`src/rtl/double_ended_queue_defines.svh`:
```
// ----------------------------------------------------------------------------
// double_ended_queue_defines
// Assertion macros shared by the deque RTL.
// ----------------------------------------------------------------------------
`ifndef DOUBLE_ENDED_QUEUE_DEFINES_SVH
`define DOUBLE_ENDED_QUEUE_DEFINES_SVH

// same-cycle implication
`define DQ_ASSERT_NOW(label, clk, rst_n, ante, cons) \
	label: assert property (@(posedge clk) disable iff (!rst_n) (ante) |-> (cons)) \
		else $error("deque check failed");

// next-cycle implication
`define DQ_ASSERT_NEXT(label, clk, rst_n, ante, cons) \
	label: assert property (@(posedge clk) disable iff (!rst_n) (ante) |=> (cons)) \
		else $error("deque check failed");

`endif

```
`src/rtl/dq_pkg.sv`:
```
// ----------------------------------------------------------------------------
// dq_pkg
// Opcodes, status codes and shared types of the double-ended queue.
// ----------------------------------------------------------------------------
package dq_pkg;

	localparam int unsigned OP_W    = 3;
	localparam int unsigned WORD_W  = 32;
	localparam int unsigned AMT_W   = 8;
	localparam int unsigned ST_W    = 2;
	localparam int unsigned OCC_W   = 7;

	localparam logic [OP_W-1:0] OP_PUSH_REAR   = 3'd0;
	localparam logic [OP_W-1:0] OP_PUSH_FRONT  = 3'd1;
	localparam logic [OP_W-1:0] OP_POP_FRONT   = 3'd2;
	localparam logic [OP_W-1:0] OP_POP_REAR    = 3'd3;
	localparam logic [OP_W-1:0] OP_READ_POS    = 3'd4;
	localparam logic [OP_W-1:0] OP_REMOVE_K    = 3'd5;

	localparam logic [ST_W-1:0] ST_OK        = 2'd0;
	localparam logic [ST_W-1:0] ST_EMPTY     = 2'd1;
	localparam logic [ST_W-1:0] ST_FULL      = 2'd2;
	localparam logic [ST_W-1:0] ST_NOT_FOUND = 2'd3;

	// result queue between front and back
	localparam int unsigned RQ_DEPTH = 4;
	localparam int unsigned RQ_AW    = 2;
	localparam int unsigned RQ_CW    = 3;

	typedef struct packed {
		logic signed [WORD_W-1:0] value_out;
		logic [ST_W-1:0]          status;
		logic [AMT_W-1:0]         removed;
		logic [OCC_W-1:0]         occupancy;
	} dq_rsp_t;

	// beat in flight from front to back, aligned with RAM read data
	typedef struct packed {
		logic    valid;
		logic    rd;
		dq_rsp_t rsp;
	} dq_pend_t;

endpackage

```
`src/rtl/dq_req_if.sv`:
```
// ----------------------------------------------------------------------------
// dq_req_if
// Request channel: operation, push word and position/count.
// ----------------------------------------------------------------------------
interface dq_req_if;
	logic                                valid;
	logic                                ready;
	logic [dq_pkg::OP_W-1:0]             operation;
	logic signed [dq_pkg::WORD_W-1:0]    value_in;
	logic [dq_pkg::AMT_W-1:0]            amount;

	modport source (output valid, operation, value_in, amount, input ready);
	modport sink   (input valid, operation, value_in, amount, output ready);
endinterface

```
`src/rtl/dq_rsp_if.sv`:
```
// ----------------------------------------------------------------------------
// dq_rsp_if
// Result channel: value, status, removal count and occupancy.
// ----------------------------------------------------------------------------
interface dq_rsp_if;
	logic                                valid;
	logic                                ready;
	logic signed [dq_pkg::WORD_W-1:0]    value_out;
	logic [dq_pkg::ST_W-1:0]             status;
	logic [dq_pkg::AMT_W-1:0]            removed;
	logic [dq_pkg::OCC_W-1:0]            occupancy;

	modport source (output valid, value_out, status, removed, occupancy, input ready);
	modport sink   (input valid, value_out, status, removed, occupancy, output ready);
endinterface

```
`src/rtl/double_ended_queue.sv`:
```
// ----------------------------------------------------------------------------
// double_ended_queue
// Bounded double-ended queue of signed 32-bit words in a ring RAM.
// ----------------------------------------------------------------------------
// One request per clock is accepted while the result queue has room; each
// operation makes at most one RAM access, at a slot derived from the front
// pointer and the element count, and the pointers update in the accept
// cycle. A result passes the registered RAM read, then the result queue.
// The four-entry result queue sets ready: with the output stalled, at most
// four results, the one in flight included, are held before requests stall.
// No clearing pass after reset; entries are only read once written.
module double_ended_queue #(
	parameter int unsigned DEPTH = 64
) (
	input  logic     clk,
	input  logic     arst_n,
	dq_req_if.sink   req,
	dq_rsp_if.source rsp
);
	import dq_pkg::*;

	`include "double_ended_queue_defines.svh"

	localparam int unsigned AW = $clog2(DEPTH);

	logic              ram_we;
	logic [AW-1:0]     ram_waddr, ram_raddr;
	logic [WORD_W-1:0] ram_wdata, ram_rdata;
	logic              space_ok;
	dq_pend_t          pend_s1;

	dq_front #(.DEPTH(DEPTH)) u_front (
		.clk      (clk),
		.arst_n   (arst_n),
		.req      (req),
		.space_ok (space_ok),
		.ram_we   (ram_we),
		.ram_waddr(ram_waddr),
		.ram_wdata(ram_wdata),
		.ram_raddr(ram_raddr),
		.pend_s1  (pend_s1)
	);

	dq_ram #(.WIDTH(WORD_W), .DEPTH(DEPTH)) u_ram (
		.clk  (clk),
		.we   (ram_we),
		.waddr(ram_waddr),
		.wdata(ram_wdata),
		.raddr(ram_raddr),
		.rdata(ram_rdata)
	);

	dq_back u_back (
		.clk     (clk),
		.arst_n  (arst_n),
		.pend    (pend_s1),
		.rdata   (ram_rdata),
		.space_ok(space_ok),
		.rsp     (rsp)
	);

	`DQ_ASSERT_NOW(a_write_on_accept, clk, arst_n, ram_we, req.valid && req.ready)
	`DQ_ASSERT_NEXT(a_accept_reaches_back, clk, arst_n, req.valid && req.ready, pend_s1.valid)
	`DQ_ASSERT_NOW(a_full_no_value, clk, arst_n, rsp.valid && rsp.status == ST_FULL, rsp.value_out == 0 && rsp.removed == 0)
	`DQ_ASSERT_NOW(a_read_only_ok, clk, arst_n, pend_s1.valid && pend_s1.rd, pend_s1.rsp.status == ST_OK)

endmodule

```
`src/rtl/dq_ram.sv`:
```
// ----------------------------------------------------------------------------
// dq_ram
// Generic single-write, single-read RAM with registered read data.
// ----------------------------------------------------------------------------
module dq_ram #(
	parameter int unsigned WIDTH = 32,
	parameter int unsigned DEPTH = 64
) (
	input  logic                     clk,
	input  logic                     we,
	input  logic [$clog2(DEPTH)-1:0] waddr,
	input  logic [WIDTH-1:0]         wdata,
	input  logic [$clog2(DEPTH)-1:0] raddr,
	output logic [WIDTH-1:0]         rdata
);

	logic [WIDTH-1:0] mem_q [DEPTH];

	always_ff @(posedge clk) begin
		if (we) begin
			mem_q[waddr] <= wdata;
		end
		rdata <= mem_q[raddr];
	end

endmodule

```
`src/rtl/dq_front.sv`:
```
// ----------------------------------------------------------------------------
// dq_front
// Accepts requests, keeps the ring pointers, issues the RAM access and
// classifies the result.
// ----------------------------------------------------------------------------
module dq_front #(
	parameter int unsigned DEPTH = 64
) (
	input  logic                     clk,
	input  logic                     arst_n,
	dq_req_if.sink                   req,
	input  logic                     space_ok,
	output logic                     ram_we,
	output logic [$clog2(DEPTH)-1:0] ram_waddr,
	output logic [dq_pkg::WORD_W-1:0] ram_wdata,
	output logic [$clog2(DEPTH)-1:0] ram_raddr,
	output dq_pkg::dq_pend_t         pend_s1
);
	import dq_pkg::*;

	localparam int unsigned AW = $clog2(DEPTH);
	localparam int unsigned CW = $clog2(DEPTH + 1);
	localparam int unsigned SW = CW + 1;
	localparam int unsigned MW = (CW > AMT_W) ? CW : AMT_W;

	logic [AW-1:0] front_q, front_d, prev_slot;
	logic [CW-1:0] held_q, held_d, read_off;
	logic [MW-1:0] held_ext, amt_ext, removed_c, pos_c;
	logic          accept, full, empty, amt_le_held, found, rd_c;
	logic [ST_W-1:0] status_c;

	function automatic logic [AW-1:0] slot_of(input logic [AW-1:0] base,
		input logic [CW-1:0] off);
		logic [SW-1:0] sum;
		sum = SW'(base) + SW'(off);
		if (sum >= SW'(DEPTH)) begin
			sum = sum - SW'(DEPTH);
		end
		return AW'(sum);
	endfunction

	assign accept      = req.valid && space_ok;
	assign req.ready   = space_ok;
	assign full        = (held_q == CW'(DEPTH));
	assign empty       = (held_q == '0);
	assign prev_slot   = (front_q == '0) ? AW'(DEPTH - 1) : front_q - AW'(1);
	assign held_ext    = MW'(held_q);
	assign amt_ext     = MW'(req.amount);
	assign amt_le_held = (amt_ext <= held_ext);
	assign removed_c   = amt_le_held ? amt_ext : held_ext;
	assign pos_c       = (amt_ext <= MW'(1)) ? MW'(1) : amt_ext;
	assign found       = (pos_c <= held_ext);
	assign read_off    = CW'(pos_c - MW'(1));
	assign ram_wdata   = req.value_in;

	always_comb begin
		front_d   = front_q;
		held_d    = held_q;
		ram_we    = 1'b0;
		ram_waddr = front_q;
		ram_raddr = front_q;
		rd_c      = 1'b0;
		status_c  = ST_OK;
		case (req.operation)
			OP_PUSH_REAR: begin
				if (full) begin
					status_c = ST_FULL;
				end else begin
					ram_we    = accept;
					ram_waddr = slot_of(front_q, held_q);
					held_d    = held_q + CW'(1);
				end
			end
			OP_PUSH_FRONT: begin
				if (full) begin
					status_c = ST_FULL;
				end else begin
					ram_we    = accept;
					ram_waddr = prev_slot;
					front_d   = prev_slot;
					held_d    = held_q + CW'(1);
				end
			end
			OP_POP_FRONT: begin
				if (empty) begin
					status_c = ST_EMPTY;
				end else begin
					rd_c      = 1'b1;
					ram_raddr = front_q;
					front_d   = slot_of(front_q, CW'(1));
					held_d    = held_q - CW'(1);
				end
			end
			OP_POP_REAR: begin
				if (empty) begin
					status_c = ST_EMPTY;
				end else begin
					rd_c      = 1'b1;
					ram_raddr = slot_of(front_q, held_q - CW'(1));
					held_d    = held_q - CW'(1);
				end
			end
			OP_READ_POS: begin
				if (empty) begin
					status_c = ST_EMPTY;
				end else if (!found) begin
					status_c = ST_NOT_FOUND;
				end else begin
					rd_c      = 1'b1;
					ram_raddr = slot_of(front_q, read_off);
				end
			end
			OP_REMOVE_K: begin
				if (!amt_le_held) begin
					status_c = ST_EMPTY;
				end
				front_d = slot_of(front_q, CW'(removed_c));
				held_d  = held_q - CW'(removed_c);
			end
			default: begin
			end
		endcase
	end

	always_ff @(posedge clk or negedge arst_n) begin
		if (!arst_n) begin
			front_q <= '0;
			held_q  <= '0;
			pend_s1 <= '0;
		end else begin
			pend_s1.valid <= accept;
			if (accept) begin
				front_q                   <= front_d;
				held_q                    <= held_d;
				pend_s1.rd                <= rd_c;
				pend_s1.rsp.value_out     <= '0;
				pend_s1.rsp.status        <= status_c;
				pend_s1.rsp.removed       <= (req.operation == OP_REMOVE_K) ?
					AMT_W'(removed_c) : '0;
				pend_s1.rsp.occupancy     <= OCC_W'(held_d);
			end
		end
	end

endmodule

```
`src/rtl/dq_back.sv`:
```
// ----------------------------------------------------------------------------
// dq_back
// Merges RAM read data into the result and queues results for the output.
// ----------------------------------------------------------------------------
module dq_back (
	input  logic                      clk,
	input  logic                      arst_n,
	input  dq_pkg::dq_pend_t          pend,
	input  logic [dq_pkg::WORD_W-1:0] rdata,
	output logic                      space_ok,
	dq_rsp_if.source                  rsp
);
	import dq_pkg::*;

	dq_rsp_t          queue_q [RQ_DEPTH];
	dq_rsp_t          entry;
	logic [RQ_AW-1:0] wr_ptr_q, rd_ptr_q;
	logic [RQ_CW-1:0] count_q;
	logic             push, pop;

	always_comb begin
		entry = pend.rsp;
		if (pend.rd) begin
			entry.value_out = rdata;
		end
	end

	assign push     = pend.valid;
	assign pop      = rsp.valid && rsp.ready;
	assign space_ok = (count_q + RQ_CW'(pend.valid)) < RQ_CW'(RQ_DEPTH);

	assign rsp.valid     = (count_q != '0);
	assign rsp.value_out = queue_q[rd_ptr_q].value_out;
	assign rsp.status    = queue_q[rd_ptr_q].status;
	assign rsp.removed   = queue_q[rd_ptr_q].removed;
	assign rsp.occupancy = queue_q[rd_ptr_q].occupancy;

	always_ff @(posedge clk) begin
		if (push) begin
			queue_q[wr_ptr_q] <= entry;
		end
	end

	always_ff @(posedge clk or negedge arst_n) begin
		if (!arst_n) begin
			wr_ptr_q <= '0;
			rd_ptr_q <= '0;
			count_q  <= '0;
		end else begin
			if (push) begin
				wr_ptr_q <= wr_ptr_q + RQ_AW'(1);
			end
			if (pop) begin
				rd_ptr_q <= rd_ptr_q + RQ_AW'(1);
			end
			count_q <= count_q + RQ_CW'(push) - RQ_CW'(pop);
		end
	end

endmodule

```
`src/flat_wrapper.sv`:
```
// flat-port wrapper written by rule: the top's interface ports become plain ports
module double_ended_queue_flat import dq_pkg::*;
#(
	parameter int unsigned DEPTH = 64
)
  (clk, arst_n, req_valid, req_operation, req_value_in, req_amount, req_ready, rsp_valid, rsp_value_out, rsp_status, rsp_removed, rsp_occupancy, rsp_ready);
  dq_req_if req_i ();
  dq_rsp_if rsp_i ();
  input  logic clk;
  input  logic arst_n;
  input wire logic [$bits(req_i.valid)-1:0] req_valid;
  input wire logic [$bits(req_i.operation)-1:0] req_operation;
  input wire logic [$bits(req_i.value_in)-1:0] req_value_in;
  input wire logic [$bits(req_i.amount)-1:0] req_amount;
  output wire logic [$bits(req_i.ready)-1:0] req_ready;
  output wire logic [$bits(rsp_i.valid)-1:0] rsp_valid;
  output wire logic [$bits(rsp_i.value_out)-1:0] rsp_value_out;
  output wire logic [$bits(rsp_i.status)-1:0] rsp_status;
  output wire logic [$bits(rsp_i.removed)-1:0] rsp_removed;
  output wire logic [$bits(rsp_i.occupancy)-1:0] rsp_occupancy;
  input wire logic [$bits(rsp_i.ready)-1:0] rsp_ready;
  assign req_i.valid = req_valid;
  assign req_i.operation = req_operation;
  assign req_i.value_in = req_value_in;
  assign req_i.amount = req_amount;
  assign req_ready = req_i.ready;
  assign rsp_valid = rsp_i.valid;
  assign rsp_value_out = rsp_i.value_out;
  assign rsp_status = rsp_i.status;
  assign rsp_removed = rsp_i.removed;
  assign rsp_occupancy = rsp_i.occupancy;
  assign rsp_i.ready = rsp_ready;
  double_ended_queue #(.DEPTH(DEPTH)) u_core (.clk(clk), .arst_n(arst_n), .req(req_i), .rsp(rsp_i));
endmodule
```
`config.mk`:
```
export PLATFORM = sky130hd
export DESIGN_NAME = double_ended_queue_flat
export DESIGN_NICKNAME = d
export VERILOG_FILES = /design/src/rtl/dq_pkg.sv /design/src/rtl/dq_req_if.sv /design/src/rtl/dq_rsp_if.sv /design/src/rtl/double_ended_queue.sv /design/src/rtl/dq_ram.sv /design/src/rtl/dq_front.sv /design/src/rtl/dq_back.sv /design/src/flat_wrapper.sv
export VERILOG_INCLUDE_DIRS = /design/src /design/src/rtl
export SDC_FILE = /design/constraint.sdc
export NUM_CORES = 2
export LEC_CHECK = 0
export ABC_AREA = 1
export BUFFER_PORTS_ARGS = -buffer_cell sky130_fd_sc_hd__buf_2
export CORE_ASPECT_RATIO = 1.1
export CORE_MARGIN = 3
export CORE_UTILIZATION = 29
export CTS_CLUSTER_DIAMETER = 40
export DETAILED_ROUTE_END_ITERATION = 10
export SLEW_MARGIN = 40
export SYNTH_ARGS = -nofsm -noshare
export SYNTH_HDL_FRONTEND = slang
export SYNTH_HIERARCHICAL = 1
export SYNTH_SLANG_ARGS = --single-unit
```
`constraint.sdc`:
```
create_clock -name clk -period 12.65 [get_ports clk]
set_input_delay 2.53 -clock clk [delete_from_list [all_inputs] [get_ports clk]]
set_output_delay 2.53 -clock clk [all_outputs]
set_load 0.01 [all_outputs]
```
## After elaboration in Yosys (flattened, before gate mapping)

Memories as Yosys holds them, arrays and structs flattened. A register that Yosys moved wholly into a read port is not among the register bits.
Cells that the tools add are included.
Widths: inputs -> output; s select.

| operators by class | value |
|---|---|
| $lt $le $gt $ge | 9 |
| add/sub/neg operators | 19 |
| equal/unequal tests | 9 |
| reductions and logical operators | 12 |
| muxes and demuxes | 38 |

Operators with widths:

| cell | count |
|---|---|
| $mux 6 | 12 |
| $sub 6x1->6 const B | 6 |
| $add 6x7->8 | 4 |
| $ge 8x7->1 const B | 4 |
| $mux 32 | 1 |
| $mux 8 | 3 |
| $pmux 6 s2 | 2 |
| $pmux 7 s3 | 1 |
| $pmux 6 s3 | 1 |
| $le 8x7->1 | 2 |
| $mux 7 | 2 |
| $sub 7x1->7 const B | 2 |
| $mux 1 | 11 |
| $reduce_bool 3->1 | 3 |
| $le 8x1->1 const B | 1 |
| $pmux 2 s4 | 1 |
| $add 6x1->7 const B | 1 |
| $add 7x1->7 const B | 1 |
| $eq 7x7->1 const B | 1 |
| $ge 7x7->1 const B | 1 |
| $logic_not 7->1 | 1 |
| $sub 7x7->7 | 1 |
| $eq 3x2->1 const B | 2 |
| $eq 3x3->1 const B | 2 |
| other kinds (14) | 21 |

| storage, ports and cells | value |
|---|---|
| logic and storage cells | 98 |
| flip-flop bits (word level) | 32 |
| RAM bits | 2244 |
| memories kept | 2 |
| output and inout port bits | 51 |

Memory list:

| name | words | width | read ports | clocked after memory_dff | write ports | line | source |
|---|---|---|---|---|---|---|---|
| u_core.u_ram.mem_q | 64 | 32 | 1 | 1 | 1 | dq_ram.sv:17 | `logic [WIDTH-1:0] mem_q [DEPTH];` |
| u_core.u_back.queue_q | 4 | 49 | 1 | 0 | 1 | dq_back.sv:15 | `dq_rsp_t queue_q [RQ_DEPTH];` |

## Longest topological paths before layout

| logic depth | value |
|---|---|
| word-level depth | 9 |
| depth in mapped cells | 27 |
| depth with buffers taken out | 25 |

## Cells and area by module

The synthesis kept the hierarchy.

Modules (own cells, without submodules):

| module | area each (um^2) | cells an instance | times used |
|---|---|---|---|
| dq_ram | 82738.1 | 6769 | 1 |
| dq_back | 8460.6 | 710 | 1 |
| dq_front | 4061.4 | 594 | 1 |

## Worst setup path after synthesis

Ideal clock, no wire load.

| timing | value |
|---|---|
| kind | input -> register |
| from | input port req_operation[1] |
| to | memory u_core.u_ram.mem_q[52][0], enable pin |
| data arrival time | 6.989 ns |
| required time | 12.147 ns |
| stages | 8 |
| slack | 5.158 ns |
| path buffers | 1 |
| library setup time | 0.503 ns |
| path through | nor2_1 inv_1 nor2_1 o211ai_1 o211ai_1 clkbuf_1 inv_1 nor4_1 |

| on the way | value |
|---|---|
| elaborated cells on any way between the ends | 7 |

RTL lines:

| item | line | source |
|---|---|---|
| start, declared | flat_wrapper.sv:12 | `input wire logic [$bits(req_i.operation)-1:0] req_operation;` |
| $eq 3x1->1 / $logic_not 3->1 (equally long branches) | dq_front.sv:64 | `case (req.operation)` |
| $pmux 6 s2 * | dq_front.sv:64 |  |
| net u_core.ram_waddr[2] | double_ended_queue.sv:27 | `logic [AW-1:0] ram_waddr, ram_raddr;` |
| end, declared | dq_ram.sv:17 |  |

The timed path passes the listed nets; every way through them passes the cells marked *.

## Worst setup path after layout

| timing | value |
|---|---|
| from | input port req_amount[2] |
| to | register u_core.u_ram.rdata[4], read port of u_core.u_ram.mem_q |

| on the way | value |
|---|---|
| longest elaborated chain between the ends | 9 |
| elaborated cells on any way between the ends | 11 |

RTL lines:

| item | line | source |
|---|---|---|
| start, declared | flat_wrapper.sv:14 | `input wire logic [$bits(req_i.amount)-1:0] req_amount;` |
| $le 8x1->1 | dq_front.sv:51 | `assign pos_c = (amt_ext <= MW'(1)) ? MW'(1) : amt_ext;` |
| $mux 8 * | dq_front.sv:51 |  |
| $sub 7x1->7 | dq_front.sv:53 | `assign read_off = CW'(pos_c - MW'(1));` |
| $add 6x7->8 | dq_front.sv:35 | `sum = SW'(base) + SW'(off);` |
| $ge 8x7->1 / $sub 6x1->6 (equally long branches) | dq_front.sv:36, dq_front.sv:37 |  |
| $mux 6 | dq_front.sv:36 | `if (sum >= SW'(DEPTH)) begin` |
| $mux 6 * | dq_front.sv:106 | `end else if (!found) begin` |
| $mux 6 * | dq_front.sv:104 | `if (empty) begin` |
| $pmux 6 s2 * | dq_front.sv:64 |  |
| net u_core.ram_raddr[0] | double_ended_queue.sv:27 |  |
| end, declared | dq_ram.sv:14 | `output logic [WIDTH-1:0] rdata` |

Marked as above.
A chain may end at the register's enable or synchronous reset.

==> metrics.md <==
| Metric | Value |
|---|---|
| Slowest cell on the critical path | buf_4 |
| CP Capture Type | flip-flop |
| Vias in the first global route | 61200 |
| Most numerous cell on the critical path | nand2_1 |
| Largest net degree at the start of global routing | 196 |
| Gpl congestion | 0.813 |
| Max Slew Vio Count | 0 |
| Post-synthesis register bit count | 2308 |
| Via count | 63600 |
| Cell area after synthesis | 95300 µm² |
| Sum of buffers and inverters on the critical path | 7 |
| Filler cells | 31700 |
| Clock skew | 0.0881 ns |
| Max Cap Viol | 0 |
| Final nets | 8238 |
| Total track usage | 15.9% |
| Worst Path Max Fanout | 127 |
| Root Driver | clkbuf_16 |
| Port buffer count | 97 |
| Synthesis Warnings | 6 |
| Worst min-delay path class | flip-flop to flip-flop |
| Seq/Total Area, Yosys | 72.3% |
| Buffer depth of the longest clock path | 4 |
| # rows | 220 |
| Cells after Synth | 8073 |
| Final TNS setup | 0 ns |
| Chip width | 552 µm |
| Fin crit share | 57.0% |
| Clk_lat worst skew | 0.95 ns |
| Final Util | 34.0% |
| Full die area | 335000 µm² |
| CTS resizes | 0 |
| IO Pins | 98 |
| Worst vdd ir | 0.201 mV |
| RSZ-0062 raised after global routing | false |
| Min cycle time layout | 7.21 ns |
| Setup bufs post-CTS | 0 |
| Top delay family on crit path | simple AND/OR/NAND/NOR gates |
| Final hold violations | 0 |
| Die H | 607 µm |
| Routed len/inst | 21.7 µm |
| Initial cell density of the core | 29.2% |
| Setup crit start kind | primary input |
| Reg clk slew, reported paths | 0.06 ns |
| Design Power | 27.0 mW |
| Max Fclk | 139 MHz |
| Total core area | 327000 µm² |
| Critical Path RT | 13.48 ns |
| Yosys top cell by area | edfxtp_1 |
| DRC | 0 |
| Sink Count | 2308 |
| CTS tree | yes |
| CP Class | primary input to flip-flop |
| Arr. time, crit path | 8.04 ns |
| Hold buffers post-CTS | 0 |
| Antenna violations before repair | 36 |
| GRT overflow | 0 |
| DRT iter0 DRCs | 7326 |
| DP HPWL | 142 mm |
| Slew HR | 39.8% |
| Slowest cell delay on critical path | 0.71 ns |
| Routed vias/inst | 5.00 |
| Num CTS Buffers | 319 |
| PD cells | 243 nW/µm² |
| Outcome | finished, final reports clean |
| Least-Margin Pin Slew | 0.903 ns |
| Most frequent cells in the layout | nand2_1, edfxtp_1, nand3_1 |
| Most common cell after layout, fill and taps aside | nand2_1 |
| Final Routed Wirelength | 276 mm |
| Top-area cell type share of the netlist area | 70.7% |
| Leak | 39.5 nW |
| Area grow syn2layout | 16.6% |
| First-pass GRT wire length | 404 mm |
| Router iterations before antenna repair | 6 |
| Syn_area_per_cell | 11.8 µm² |
| # H-tree levels | 5 |
| Final ANT Viol Nets | 0 |
| Yosys cell types | 58 |
| Area contributors post-synth | edfxtp_1, nand3_1, nand2_1, buf_2, buf_4 |
| Share of layout cells above drive strength 1 | 11.2% |
| Finish-stage setup viols | 0 |
[sequential cells by signal, summed over array words and instances (netlist names)]
name,flops
u_core/u_back/queue_q,196
u_core/u_ram/mem_q,2048
u_core/u_back/count_q,3
u_core/u_front/front_q,6
u_core/u_back/rd_ptr_q,2
u_core/u_back/wr_ptr_q,2
u_core/u_front/held_q,7
u_core/u_front/pend_s1,12
u_core/u_ram/rdata,32
[cell type report]
class	instances	area, µm²	share of cell area [%]
sequential	2308	68800	62.0
multi-input combinational	5088	23500	21.2
clock buffer	351	8200	7.38
tap	4329	5420	4.88
clock inverter	213	2230	2.01
timing repair buffer	270	2200	1.98
inverter	148	606	0.545
antenna	10	25.0	0.0225
[Yosys cell counts, drive strengths merged]
library cell	count
and3	1
o21ai	132
or2	4
nor2	198
ha	51
mux2	32
a21o	4
nor4	8
a21oi	29
buf	462
o21bai	1
nand4	21
a31oi	4
dfrtp	32
conb	1
o22ai	2
xnor2	7
edfxtp	2244
and2	2
clkinv	2
clkbuf	98
inv	146
nor3	8
o221ai	5
o211ai	9
dfxtp	32
nand2	2560
nand3	1951
nand3b	3
a22oi	2
fa	5
o21a	3
o31ai	1
xor2	13
[cells by family after synthesis]
group,after synthesis,share of synthesized area (%)
buffers and inverters,708,3.72
muxes,32,0.378
and+or+nand+nor,4756,21.5
AOI/OAI and AO/OA,192,1.15
xor gates and xnor gates,20,0.184
other,1,0.00394
adders and majority gates,56,0.775
DFF,2308,72.3
[where the power goes]
group,internal [mW],switching (mW)
Combinational,2.44,6.73
Clock,5.33,3.40
Sequential,8.75,0.310
Total,16.5,10.4
[per-stage QoR]
stage	cells	worst slack [ns]	cell area (µm²)	hold slack, ns
after floorplan	8104	5.16	95400	0.461
after global placement	12100	4.14	100000	0.474
after detailed placement	12100	4.69	100000	0.504
after CTS	12700	5.62	111000	0.517
after global routing	12700	5.24	111000	0.543
final	12700	5.44	111000	0.507
[worst reg2reg max path, cell delays in order (launching register included)]
cell	delay (ns)
dfrtp_1	0.59
inv_1	0.28
ha_1	0.39
a21oi_1	0.19
nor2_1	0.07
o21ai_1	0.14
nand2_1	0.12
a21oi_2	0.22
nand2_1	0.14
nand3_4	0.45
buf_12	0.38
buf_16	0.52
buf_4	0.83
nand2_1	0.19
nand3_1	0.13
nand3_1	0.09
nand3_1	0.15
nand3_1	0.24
nand2_1	0.17
nand2_1	0.27
nand2_1	0.16
[per-layer routing]
metal	GRT usage (%)	up-vias	share of wire, %
met4	5.55	24	3.3
li1	-	28600	-
met5	0	-	0.058
met3	3.30	503	9.6
met1	21.3	31400	41
met2	25.8	3015	46
[path summary, 6_finish.rpt]
check	from	end	slack [ns]	cells past startpoint
worst min register to register	u_core/u_back/rd_ptr_q[1]$_DFFE_PN0P_	u_core/u_back/rd_ptr_q[1]$_DFFE_PN0P_	0.51	2
worst max register to register	u_core/u_front/held_q[1]$_DFFE_PN0P_	u_core/u_ram/rdata[4]$_DFF_P_	6.88	20
min in group asynchronous	arst_n	u_core/u_front/pend_s1[14]$_DFFE_PN0P_	1.61	1
worst max-delay path	req_amount[2]	u_core/u_ram/rdata[4]$_DFF_P_	5.44	25
worst min-delay path	u_core/u_back/rd_ptr_q[1]$_DFFE_PN0P_	u_core/u_back/rd_ptr_q[1]$_DFFE_PN0P_	0.51	2
max in group asynchronous	arst_n	u_core/u_front/front_q[3]$_DFFE_PN0P_	10.56	2
(Power assumes the default switching activity.)
